### config.mk
export PLATFORM = sky130hd
export DESIGN_NAME = greedy_nearest_chain_order
export DESIGN_NICKNAME = d
export VERILOG_FILES = /design/src/rtl/gnco_pkg.sv /design/src/rtl/gnco_ram.sv /design/src/rtl/gnco_dist.sv /design/src/rtl/greedy_nearest_chain_order.sv
export VERILOG_INCLUDE_DIRS = /design/src /design/src/rtl
export SDC_FILE = /design/constraint.sdc
export NUM_CORES = 2
export LEC_CHECK = 0
export BUFFER_PORTS_ARGS = -buffer_cell sky130_fd_sc_hd__buf_2
export CORE_AREA = 2 2 519 650
export DETAILED_ROUTE_END_ITERATION = 16
export DIE_AREA = 0 0 521 652
export PLACE_DENSITY_LB_ADDON = 0.25
export SLEW_MARGIN = 20
export SYNTH_ARGS = -nofsm -noshare
export SYNTH_HDL_FRONTEND = slang
export SYNTH_SLANG_ARGS = --single-unit
### constraint.sdc
create_clock -name aclk -period 14.4 [get_ports aclk]
set_input_delay 2.88 -clock aclk [delete_from_list [all_inputs] [get_ports aclk]]
set_output_delay 2.88 -clock aclk [all_outputs]
set_load 0.02 [all_outputs]
### src/rtl/greedy_nearest_chain_order_assert.svh
// Assertion macros shared by the RTL of the greedy nearest chain orderer.
`ifndef GREEDY_NEAREST_CHAIN_ORDER_ASSERT_SVH
`define GREEDY_NEAREST_CHAIN_ORDER_ASSERT_SVH

// Same-cycle implication, disabled while reset is asserted.
`define GNCO_ASSERT_IMPLY(label, clk, rstn, ante, cons) \
    label: assert property (@(posedge clk) disable iff (!(rstn)) (ante) |-> (cons)) \
        else $error("gnco assertion failed");

// Next-cycle implication, disabled while reset is asserted.
`define GNCO_ASSERT_NEXT(label, clk, rstn, ante, cons) \
    label: assert property (@(posedge clk) disable iff (!(rstn)) (ante) |=> (cons)) \
        else $error("gnco assertion failed");

`endif

### src/rtl/gnco_pkg.sv
// Package with the shared constants and the helper function of the chain orderer.
`timescale 1ns / 1ps
package gnco_pkg;
    localparam int MAX_SEGMENTS_DEF = 64;
    localparam int COORD_BITS_DEF   = 10;
    localparam int COORD_BITS_MAX   = 12;
    localparam int REACH_W          = 27;
    localparam logic [REACH_W-1:0] REACH_RESET = 27'd100000000;

    function automatic logic [COORD_BITS_MAX-1:0] abs_diff(
        input logic [COORD_BITS_MAX-1:0] a,
        input logic [COORD_BITS_MAX-1:0] b
    );
        logic [COORD_BITS_MAX-1:0] r;
        if (a > b) begin
            r = a - b;
        end else begin
            r = b - a;
        end
        return r;
    endfunction
endpackage

### src/rtl/gnco_ram.sv
// Generic single-port-write, single-port-read RAM with registered read data.
`timescale 1ns / 1ps
module gnco_ram #(
    parameter int WIDTH = 20,
    parameter int DEPTH = 64
) (
    input  logic                     clk,
    input  logic                     we,
    input  logic [$clog2(DEPTH)-1:0] waddr,
    input  logic [WIDTH-1:0]         wdata,
    input  logic                     re,
    input  logic [$clog2(DEPTH)-1:0] raddr,
    output logic [WIDTH-1:0]         rdata
);
    logic [WIDTH-1:0] mem [DEPTH];
    logic [WIDTH-1:0] rdata_reg;

    always_ff @(posedge clk) begin
        if (we) begin
            mem[waddr] <= wdata;
        end
        if (re) begin
            rdata_reg <= mem[raddr];
        end
    end

    assign rdata = rdata_reg;
endmodule

### src/rtl/gnco_dist.sv
// Two-stage pipelined squared distance unit between an end point and a start point.
`timescale 1ns / 1ps
module gnco_dist #(
    parameter int COORD_BITS = 10,
    parameter int IDX_W      = 6
) (
    input  logic                    clk,
    input  logic                    rstn,
    input  logic                    in_valid,
    input  logic [IDX_W-1:0]        in_idx,
    input  logic [2*COORD_BITS-1:0] end_pt,
    input  logic [2*COORD_BITS-1:0] start_pt,
    output logic                    out_valid,
    output logic [IDX_W-1:0]        out_idx,
    output logic [2*COORD_BITS:0]   out_dist,
    output logic [2*COORD_BITS-1:0] out_start
);
    import gnco_pkg::*;

    localparam int SQ_W   = 2 * COORD_BITS;
    localparam int DIST_W = 2 * COORD_BITS + 1;

    logic [COORD_BITS-1:0]   dx;
    logic [COORD_BITS-1:0]   dy;
    logic [SQ_W-1:0]         sqx_reg;
    logic [SQ_W-1:0]         sqy_reg;
    logic                    v1_reg;
    logic [IDX_W-1:0]        idx1_reg;
    logic [DIST_W-1:0]       dist_reg;
    logic                    v2_reg;
    logic [IDX_W-1:0]        idx2_reg;
    logic [2*COORD_BITS-1:0] pt1_reg;
    logic [2*COORD_BITS-1:0] pt2_reg;

    assign dx = COORD_BITS'(abs_diff(COORD_BITS_MAX'(end_pt[COORD_BITS-1:0]),
                                     COORD_BITS_MAX'(start_pt[COORD_BITS-1:0])));
    assign dy = COORD_BITS'(abs_diff(COORD_BITS_MAX'(end_pt[2*COORD_BITS-1:COORD_BITS]),
                                     COORD_BITS_MAX'(start_pt[2*COORD_BITS-1:COORD_BITS])));

    always_ff @(posedge clk) begin
        if (!rstn) begin
            v1_reg <= 1'b0;
            v2_reg <= 1'b0;
        end else begin
            v1_reg <= in_valid;
            v2_reg <= v1_reg;
        end
    end

    always_ff @(posedge clk) begin
        sqx_reg  <= SQ_W'(dx) * SQ_W'(dx);
        sqy_reg  <= SQ_W'(dy) * SQ_W'(dy);
        idx1_reg <= in_idx;
        pt1_reg  <= start_pt;
        dist_reg <= DIST_W'(sqx_reg) + DIST_W'(sqy_reg);
        idx2_reg <= idx1_reg;
        pt2_reg  <= pt1_reg;
    end

    assign out_valid = v2_reg;
    assign out_idx   = idx2_reg;
    assign out_dist  = dist_reg;
    assign out_start = pt2_reg;
endmodule

### src/rtl/greedy_nearest_chain_order.sv
// Top level of the greedy nearest chain orderer: load sequencer, scan control and output register.
//
// Usage: segments arrive on the s_ channel, one item per segment, with start and end
// points. Each accepted item is written to the start and end RAMs at the next free index;
// items beyond MAX_SEGMENTS are dropped. The start RAM also keeps a visited
// mark per segment, written clear as the segment loads, except for segment 0, where every
// chain begins. The item with s_final_segment set ends the set and starts ordering; s_ready
// stays low until the whole chain is issued.
// The chain begins at segment 0. Each chain step reads the current end point, scans all
// N loaded start points and marks through the RAM read port and a two-stage distance
// pipeline, and keeps the nearest unvisited one below the reach limit (lowest index on
// ties), whose mark is then set. The scan makes one start RAM read per cycle, and the
// steps run in order: end point read, scan, pipeline drain and result put. The m_ channel
// has an output register: the next scan runs while a result waits, and a stalled receiver
// holds the block only when the following result is ready.
// The last result of a chain carries m_order_done. Afterwards the block clears its set
// state and accepts a new set. Reset clears the control state and sets the reach limit to
// its default; the RAMs need no clearing. The reach limit is written through cfg_we and
// cfg_wdata; the user writes it only while the block is idle, which the block does not enforce.
`timescale 1ns / 1ps
`include "greedy_nearest_chain_order_assert.svh"
module greedy_nearest_chain_order #(
    parameter int MAX_SEGMENTS = gnco_pkg::MAX_SEGMENTS_DEF,
    parameter int COORD_BITS   = gnco_pkg::COORD_BITS_DEF
) (
    input  logic                            aclk,
    input  logic                            aresetn,
    input  logic                            cfg_we,
    input  logic [gnco_pkg::REACH_W-1:0]    cfg_wdata,
    input  logic                            s_valid,
    output logic                            s_ready,
    input  logic [COORD_BITS-1:0]           s_seg_start_x,
    input  logic [COORD_BITS-1:0]           s_seg_start_y,
    input  logic [COORD_BITS-1:0]           s_seg_end_x,
    input  logic [COORD_BITS-1:0]           s_seg_end_y,
    input  logic                            s_final_segment,
    output logic                            m_valid,
    input  logic                            m_ready,
    output logic [$clog2(MAX_SEGMENTS)-1:0] m_order_entry,
    output logic                            m_order_done
);
    import gnco_pkg::*;

    localparam int IDX_W  = $clog2(MAX_SEGMENTS);
    localparam int CNT_W  = $clog2(MAX_SEGMENTS + 1);
    localparam int PT_W   = 2 * COORD_BITS;
    localparam int DIST_W = 2 * COORD_BITS + 1;

    localparam logic [2:0] ST_LOAD  = 3'd0;
    localparam logic [2:0] ST_ENDRD = 3'd1;
    localparam logic [2:0] ST_SCAN  = 3'd2;
    localparam logic [2:0] ST_DRAIN = 3'd3;
    localparam logic [2:0] ST_PUT   = 3'd4;

    localparam logic [1:0] DRAIN_LAST = 2'd2;

    logic [2:0]              state_reg, state_next;
    logic [CNT_W-1:0]        loaded_reg, loaded_next;
    logic [IDX_W-1:0]        cur_reg, cur_next;
    logic [IDX_W-1:0]        idx_reg, idx_next;
    logic [1:0]              drain_reg, drain_next;
    logic [REACH_W-1:0]      best_reg, best_next;
    logic [IDX_W-1:0]        near_reg, near_next;
    logic [PT_W-1:0]         near_pt_reg, near_pt_next;
    logic                    found_reg, found_next;
    logic                    rd_valid_reg, rd_valid_next;
    logic [IDX_W-1:0]        rd_idx_reg, rd_idx_next;
    logic                    m_valid_reg, m_valid_next;
    logic [IDX_W-1:0]        m_entry_reg, m_entry_next;
    logic                    m_done_reg, m_done_next;
    logic [REACH_W-1:0]      reach_reg;

    logic              accept;
    logic              out_free;
    logic              store;
    logic              mark_we;
    logic              chain_end;
    logic              start_we;
    logic [IDX_W-1:0]  start_waddr;
    logic [PT_W:0]     start_wdata;
    logic [PT_W-1:0]   end_wdata;
    logic [PT_W:0]     start_rdata;
    logic [PT_W-1:0]   end_rdata;
    logic              start_re;
    logic              end_re;
    logic              scan_valid;
    logic              dist_valid;
    logic [IDX_W-1:0]  dist_idx;
    logic [DIST_W-1:0] dist_val;
    logic [PT_W-1:0]   dist_start;
    logic              closer;

    assign s_ready     = (state_reg == ST_LOAD);
    assign accept      = s_valid && s_ready;
    assign out_free    = !m_valid_reg || m_ready;
    assign store       = accept && (loaded_reg < CNT_W'(MAX_SEGMENTS));
    assign mark_we     = (state_reg == ST_PUT) && out_free && found_reg;
    assign chain_end   = (state_reg == ST_PUT) && out_free && !found_reg;
    assign start_we    = store || mark_we;
    assign start_waddr = store ? loaded_reg[IDX_W-1:0] : near_reg;
    assign start_wdata = store ? {(loaded_reg == '0), s_seg_start_y, s_seg_start_x}
                               : {1'b1, near_pt_reg};
    assign end_wdata   = {s_seg_end_y, s_seg_end_x};
    assign start_re    = (state_reg == ST_SCAN);
    assign end_re      = (state_reg == ST_ENDRD);
    assign scan_valid  = rd_valid_reg && !start_rdata[PT_W];
    assign closer      = dist_valid && (REACH_W'(dist_val) < best_reg);

    gnco_ram #(.WIDTH(PT_W + 1), .DEPTH(MAX_SEGMENTS)) u_start_ram (
        .clk   (aclk),
        .we    (start_we),
        .waddr (start_waddr),
        .wdata (start_wdata),
        .re    (start_re),
        .raddr (idx_reg),
        .rdata (start_rdata)
    );

    gnco_ram #(.WIDTH(PT_W), .DEPTH(MAX_SEGMENTS)) u_end_ram (
        .clk   (aclk),
        .we    (store),
        .waddr (loaded_reg[IDX_W-1:0]),
        .wdata (end_wdata),
        .re    (end_re),
        .raddr (cur_reg),
        .rdata (end_rdata)
    );

    gnco_dist #(.COORD_BITS(COORD_BITS), .IDX_W(IDX_W)) u_dist (
        .clk       (aclk),
        .rstn      (aresetn),
        .in_valid  (scan_valid),
        .in_idx    (rd_idx_reg),
        .end_pt    (end_rdata),
        .start_pt  (start_rdata[PT_W-1:0]),
        .out_valid (dist_valid),
        .out_idx   (dist_idx),
        .out_dist  (dist_val),
        .out_start (dist_start)
    );

    always_comb begin
        state_next    = state_reg;
        loaded_next   = loaded_reg;
        cur_next      = cur_reg;
        idx_next      = idx_reg;
        drain_next    = drain_reg;
        best_next     = best_reg;
        near_next     = near_reg;
        near_pt_next  = near_pt_reg;
        found_next    = found_reg;
        rd_valid_next = 1'b0;
        rd_idx_next   = idx_reg;
        m_valid_next  = m_valid_reg && !m_ready;
        m_entry_next  = m_entry_reg;
        m_done_next   = m_done_reg;

        if (closer) begin
            best_next    = REACH_W'(dist_val);
            near_next    = dist_idx;
            near_pt_next = dist_start;
            found_next   = 1'b1;
        end

        unique case (state_reg)
            ST_LOAD: begin
                if (store) begin
                    loaded_next = loaded_reg + CNT_W'(1);
                end
                if (accept && s_final_segment) begin
                    cur_next   = '0;
                    state_next = ST_ENDRD;
                end
            end
            ST_ENDRD: begin
                idx_next   = '0;
                best_next  = reach_reg;
                found_next = 1'b0;
                state_next = ST_SCAN;
            end
            ST_SCAN: begin
                rd_valid_next = 1'b1;
                if (CNT_W'(idx_reg) + CNT_W'(1) == loaded_reg) begin
                    drain_next = '0;
                    state_next = ST_DRAIN;
                end else begin
                    idx_next = idx_reg + IDX_W'(1);
                end
            end
            ST_DRAIN: begin
                drain_next = drain_reg + 2'd1;
                if (drain_reg == DRAIN_LAST) begin
                    state_next = ST_PUT;
                end
            end
            ST_PUT: begin
                if (out_free) begin
                    m_valid_next = 1'b1;
                    m_entry_next = cur_reg;
                    m_done_next  = !found_reg;
                    if (found_reg) begin
                        cur_next   = near_reg;
                        state_next = ST_ENDRD;
                    end else begin
                        loaded_next = '0;
                        cur_next    = '0;
                        best_next   = reach_reg;
                        state_next  = ST_LOAD;
                    end
                end
            end
            default: begin
                state_next = ST_LOAD;
            end
        endcase
    end

    always_ff @(posedge aclk) begin
        if (!aresetn) begin
            state_reg    <= ST_LOAD;
            loaded_reg   <= '0;
            cur_reg      <= '0;
            drain_reg    <= '0;
            best_reg     <= REACH_RESET;
            found_reg    <= 1'b0;
            rd_valid_reg <= 1'b0;
            m_valid_reg  <= 1'b0;
            reach_reg    <= REACH_RESET;
        end else begin
            state_reg    <= state_next;
            loaded_reg   <= loaded_next;
            cur_reg      <= cur_next;
            drain_reg    <= drain_next;
            best_reg     <= best_next;
            found_reg    <= found_next;
            rd_valid_reg <= rd_valid_next;
            m_valid_reg  <= m_valid_next;
            if (cfg_we) begin
                reach_reg <= cfg_wdata;
            end
        end
    end

    always_ff @(posedge aclk) begin
        idx_reg     <= idx_next;
        near_reg    <= near_next;
        near_pt_reg <= near_pt_next;
        rd_idx_reg  <= rd_idx_next;
        m_entry_reg <= m_entry_next;
        m_done_reg  <= m_done_next;
    end

    assign m_valid       = m_valid_reg;
    assign m_order_entry = m_entry_reg;
    assign m_order_done  = m_done_reg;

    `GNCO_ASSERT_IMPLY(a_scan_nonempty, aclk, aresetn, state_reg == ST_SCAN, loaded_reg != '0)
    `GNCO_ASSERT_IMPLY(a_scan_in_range, aclk, aresetn, start_re, CNT_W'(idx_reg) < loaded_reg)
    `GNCO_ASSERT_IMPLY(a_near_not_cur, aclk, aresetn, mark_we, near_reg != cur_reg)
    `GNCO_ASSERT_NEXT(a_chain_clear, aclk, aresetn, chain_end, loaded_reg == '0 && m_order_done)
endmodule
# Word level (Yosys, flattened, before mapping)

Memory sizes are Yosys's and may differ from the RTL's. A register that Yosys moved wholly into a read port is not among the register bits.
Index checks and enable logic that the tools add are counted.

Bits in registers: 235
RAM bits: 2624
Input port bits: 73
Output and inout port bits: 9
Logic and storage cells: 114
Memories kept: 2

Add/subtract/negate cells: 9
$mul: 2
Order comparisons: 4
Equality and inequality tests: 13
Mux-type cells: 33
Bitwise gates (word level): 1
Reductions and logical operators: 26

Memories:

| name            | depth | width | read ports | clocked after Yosys merged registers in | wr ports | line           | RTL |
|---|---|---|---|---|---|---|---|
| u_start_ram.mem | 64    | 21    | 1          | 1                                       | 1        | gnco_ram.sv:15 | `logic [WIDTH-1:0] mem [DEPTH];` |
| u_end_ram.mem   | 64    | 20    | 1          | 1                                       | 1        | gnco_ram.sv:15 |  |

Operators by type and width:

| kind                | count |
|---|---|
| $mux 27             | 3 |
| $pmux 27 s2         | 1 |
| $mul 10x10->20      | 2 |
| $sub 10x10->10      | 4 |
| $mux 6              | 5 |
| $lt 21x27->1        | 1 |
| $pmux 6 s2          | 2 |
| $add 20x20->21      | 1 |
| $mux 21             | 1 |
| $mux 7              | 3 |
| $gt 10x10->1        | 2 |
| $mux 10             | 2 |
| $pmux 3 s5          | 1 |
| $pmux 7 s2          | 1 |
| $mux 3              | 4 |
| $logic_and 1x1->1   | 8 |
| $mux 1              | 8 |
| $ne 2x2->1 const B  | 4 |
| $reduce_and 4->1    | 2 |
| $add 6x1->7 const B | 1 |
| $add 7x1->7 const B | 1 |
| $eq 7x7->1          | 1 |
| $logic_not 7->1     | 1 |
| $lt 7x7->1 const B  | 1 |
| other kinds (17)    | 28 |

# Depth between registers and ports, before layout

Word-level depth: 7
Gate-level depth with buffers: 33
Depth with buffers taken out: 33

# Modules after synthesis

A second synthesis with hierarchy kept.

Cell total of the unflattened synthesis: 6078
Area, all modules: 117192.4 um2

Modules (own cells, without submodules):

| module                     | instances | cells each | area each (um2) |
|---|---|---|---|
| gnco_ram at u_start_ram    | 1         | 2190       | 51927.3 |
| gnco_ram at u_end_ram      | 1         | 2243       | 49695.2 |
| gnco_dist                  | 1         | 1071       | 10108.4 |
| greedy_nearest_chain_order | 1         | 574        | 5461.5 |

# Least setup slack after synthesis

OpenSTA, ideal clock, no wires.

Path kind: register to register
Start point: register u_end_ram.rdata_reg[10] (netlist: u_end_ram.rdata[10]), read port of u_end_ram.mem
End point: register u_dist.sqy_reg[19]
Arrival time: 7.247 ns
Data required time: 14.279 ns
Setup slack: 7.032 ns
Stages on the path, launching flop included: 29
Path through: edfxtp_1 inv_1 ha_1 inv_1 fa_1 a21oi_1 o21ai_1 a2111oi_4 nor2_2 o311a_1 o311ai_2 mux2i_2 nand3_1 inv_1 fa_1 fa_1 fa_1 fa_1 fa_1 ha_1 and3_1 nand2_1 nor2_1 a21oi_1 nand3_1 a41oi_1 o21bai_1 o41a_1 xor2_1

Cells in the longest elaborated chain, start to end: 3
Elaborated cells on any way between the ends: 5

Ends and longest elaborated chain:

| item                                   | line            | RTL |
|---|---|---|
| from (decl)                            | gnco_ram.sv:16  | `logic [WIDTH-1:0] rdata_reg;` |
| $sub 10x10->10 (tied with other cells) | gnco_pkg.sv:18  | `r = b - a;` |
| $mux 10 *                              | gnco_pkg.sv:15  | `if (a > b) begin` |
| $mul 10x10->20 *                       | gnco_dist.sv:52 | `sqy_reg <= SQ_W'(dy) * SQ_W'(dy);` |
| to (signal assigned)                   | gnco_dist.sv:52 |  |
| to (decl)                              | gnco_dist.sv:26 | `logic [SQ_W-1:0] sqy_reg;` |

Mark *: on every way between the ends. The rest lies on a longest branch, timed or not.
A chain may end at the register's enable or synchronous reset.

# Final worst setup path

Same ends and word-level chain as after synthesis.

==> metrics.md <==
| Metric | Value |
|---|---|
| Top_reg_cell synth | edfxtp_1 |
| Top post-synthesis cells by area | edfxtp_1 70%, mux4_2 17%, dfxtp_1 3.3% |
| IO Count | 82 |
| Critical path capture point type | flip-flop |
| Drt drc | 0 |
| Area Growth Syn to Fin | 14.3% |
| Worst skew pair latency | 0.86 ns |
| Final Setup Violations | 0 |
| DRT Wirelength | 296 mm |
| Vias in the first global route | 58,312 |
| Worst Skew | 0.0750 ns |
| CTS Buf Count | 311 |
| VDD IR max | 910 uV |
| Hold Slack | 0.314 ns |
| Count of buffers inserted at the top-level ports | 81 |
| Die W | 521 microns |
| Pleak | 42.4 nW |
| Crit path arrival time | 8.84 ns |
| Detailed Place HPWL | 170 mm |
| HP Class | reg -> reg |
| Top layer reached by signal wires | met5 |
| Synthesized cell area | 0.116 sq mm |
| DRT iter0 DRCs | 4,960 |
| Vias post-DR | 54,969 |
| Yosys warns | 0 |
| CTS tree | done |
| Die ar. | 0.340 sq mm |
| Met2 Wirelength | 155 mm |
| Fin crit share | 0.564 |
| Max reg flops | 1,344 |
| Area of the multi-input gates | 0.0299 sq mm |
| Post-synth EDFFs | 2,704 |
| Clock sinks | 2,898 |
| Vias per cell | 5.22 |
| Row count | 237 |
| Fin. Hold Viols | 0 |
| Final ANT Viol Nets | 0 |
| Setup TNS Final | 0 ns |
| Synth area leader | edfxtp_1 |
| Reg with most FFs | u_start_ram.mem |
| Worst-path fanout max | 7 |
| Worst R2R Start | u_end_ram.rdata[10]$_DFFE_PP_ |
| Share of cells above drive strength 1 | 0.285 |
| Biggest regs | u_start_ram.mem (1344), u_end_ram.mem (1280) |
| WL/cell | 28.1 microns |
| Cts-stage hold buffer count | 0 |
| Global-route wire length before repair | 425 mm |
| Crit-path slowest cell | fa_1 |
| WL met1 | 120 mm |
| CP peak stage delay | 0.57 ns |
| Root Buffer | clkbuf_16 |
| Status | finished, final reports clean |
| Cell count after synthesis | 5,536 |
| Syn avg cell area | 21.0 sq um |
| Yosys top cell area share | 0.698 |
| Crit path launch type | flip-flop |
| RSZ-0062 raised after global routing | no |
| # fillers | 29,400 |
| Seq cells post-synth | 2,898 |
| Grt ovf | 0 |
| Initial antenna violation count | 14 |
| Fmax | 123 MHz |
| Max-slew headroom | 0.256 |
| Synth async-reset ratio | 0 |
| Minimum clock period | 8.12 ns |
| Largest net degree at the start of global routing | 124 |
| Chip height | 652 microns |
| Hold_sp | u_dist.pt1_reg[4]$_DFF_P_ |
| Max-cap violations | 0 |
| RD Place Congestion | 0.798 |
| H-tree levels | 5 |
| Initial Utilization | 0.349 |
| Clock buffer depth | 4 |
| CTS resizes | 0 |
| Critical Path Start | u_end_ram.rdata[10]$_DFFE_PP_ |
| Core Util, Final | 0.399 |
| Syn nets | 5,883 |
| Detailed Routing Iterations Pass 1 | 5 |
| Sequential area share after synthesis | 0.732 |
| Setup Crit Path Kind | reg -> reg |
| Worst-path clk slew | 0.06 ns |
| Nets | 6,203 |
| Post-CTS setup buffer count | 0 |
| Met3 wire len | 14.3 mm |
| Max-slew violation count | 0 |
| Total power | 30.1 mW |
| Cell mode on critical path | fa_1 |
| Worst Tran Pin Value | 1.12 ns |
| Worst EP required | 15.12 ns |
| Core Box Area | 0.333 sq mm |
| Netlist cell types | 80 |
| Total track usage | 0.173 |
| Seq. cell area | 0.0851 sq mm |
| Total power per unit cell area | 227 mW/mm^2 |
[placed cells by master (no fill, tap or decap), drive strengths merged, types with 4 or more instances in the layout]
cell type  Yosys  routed
and2           9       9
nand3         55      55
o211ai         4       4
o21bai        14      14
a221oi         4       4
nand2b        34      34
o31ai          4       4
a2111oi        4       4
a31oi         12      12
xnor2         65      65
or3            8       8
nand2        161     161
diode          0      19
mux2           6       6
nor2b          5       5
a21oi         93      93
nand3b         6       6
edfxtp      2704    2704
mux4         861     861
clkinv         0     111
or2           10      10
and3          13      13
clkinvlp       0      11
o21ai         48      48
inv          225     241
nor2         285     285
bufinv         0      17
o2111ai        4       4
nor3          23      23
dfxtp        194     194
fa           100     100
xor2          27      27
clkbuf       169     386
a21o          27      27
buf           80     256
ha           174     174
a211oi        19      19
mux2i         40      40
nand4          9       9
[final timing paths]
check	end	cells past startpoint	slack, ns
worst max-delay path	u_dist.sqy_reg[19]$_DFF_P_	28	6.28
worst max register to register	u_dist.sqy_reg[19]$_DFF_P_	28	6.28
worst min-delay path	u_dist.out_start[4]$_DFF_P_	0	0.31
worst min register to register	u_dist.out_start[4]$_DFF_P_	0	0.31
[stage by stage]
stage                     std cells  instance area [sq um]  worst slack [ns]
after floorplan                5536                 116000              7.03
after global placement         9964                 123000              6.38
after detailed placement       9964                 123000              6.28
after CTS                     10505                 133000              6.26
after global routing          10506                 133000              5.79
final                         10524                 133000              6.28
[critical path, delay by kind of cell, from the launching register on]
family / cells / cell delay (ns)
xor gates and xnor gates: 1 / 0.16
adders and majority gates: 8 / 3.28
DFF: 1 / 0.38
muxes: 1 / 0.45
AOI/OAI and AO/OA: 9 / 2.60
and+or+nand+nor: 6 / 0.88
buffers and inverters: 3 / 0.24
[cells in the mapped netlist, types with 4 or more instances]
library cell and number:
o211ai_1 4, nand3_1 55, nand4_1 9, and2_1 8
inv_1 221, nor2b_1 5, nand2b_1 33, a211oi_1 19
o21ai_1 6, nand3b_1 6, fa_1 100, buf_1 74
o31ai_1 4, a31oi_1 12, nor2_1 284, or3_1 8
clkbuf_1 169, mux4_2 861, xnor2_1 62, xor2_1 26
mux2i_1 39, nor3_1 23, edfxtp_1 2704, buf_2 6
mux2_2 5, dfxtp_1 194, ha_1 174, and3_1 13
a21oi_1 90, o21ai_0 42, o21bai_1 13, a21o_1 27
o2111ai_1 4, or2_2 9, nand2_1 158
[logic make-up after synthesis]
| logic type | count (synthesis) | synth area share |
|---|---|---|
| flip-flops | 2898 | 0.732 |
| multiplexers | 907 | 0.171 |
| AND/OR/NAND/NOR | 630 | 0.0239 |
| buffers and inverters | 474 | 0.0154 |
| adder cells (fa/ha/maj) | 274 | 0.0359 |
| AO/OA/AOI/OAI | 261 | 0.0149 |
| XOR/XNOR | 92 | 0.00719 |
[layer usage]
metal | track usage | vias to the layer above
li1 | - | 23213
met1 | 0.223 | 29972
met2 | 0.308 | 1405
met3 | 0.0248 | 375
met4 | 0.0372 | 4
met5 | 0 | -
[final cells by class]
class,instances,share of cell area
antenna,19,0.000358
clock buffer,386,0.0616
clock inverter,155,0.0104
inverter,225,0.00638
multi-input combinational,2164,0.225
sequential,2898,0.641
tap,4421,0.0416
timing repair buffer,256,0.0140
[power by group]
group / internal, mW / switching (mW)
clock: 4.35 / 3.24
combinational: 5.42 / 7.23
sequential: 9.75 / 0.0934
Note: power is estimated with default switching activity, not from simulation.
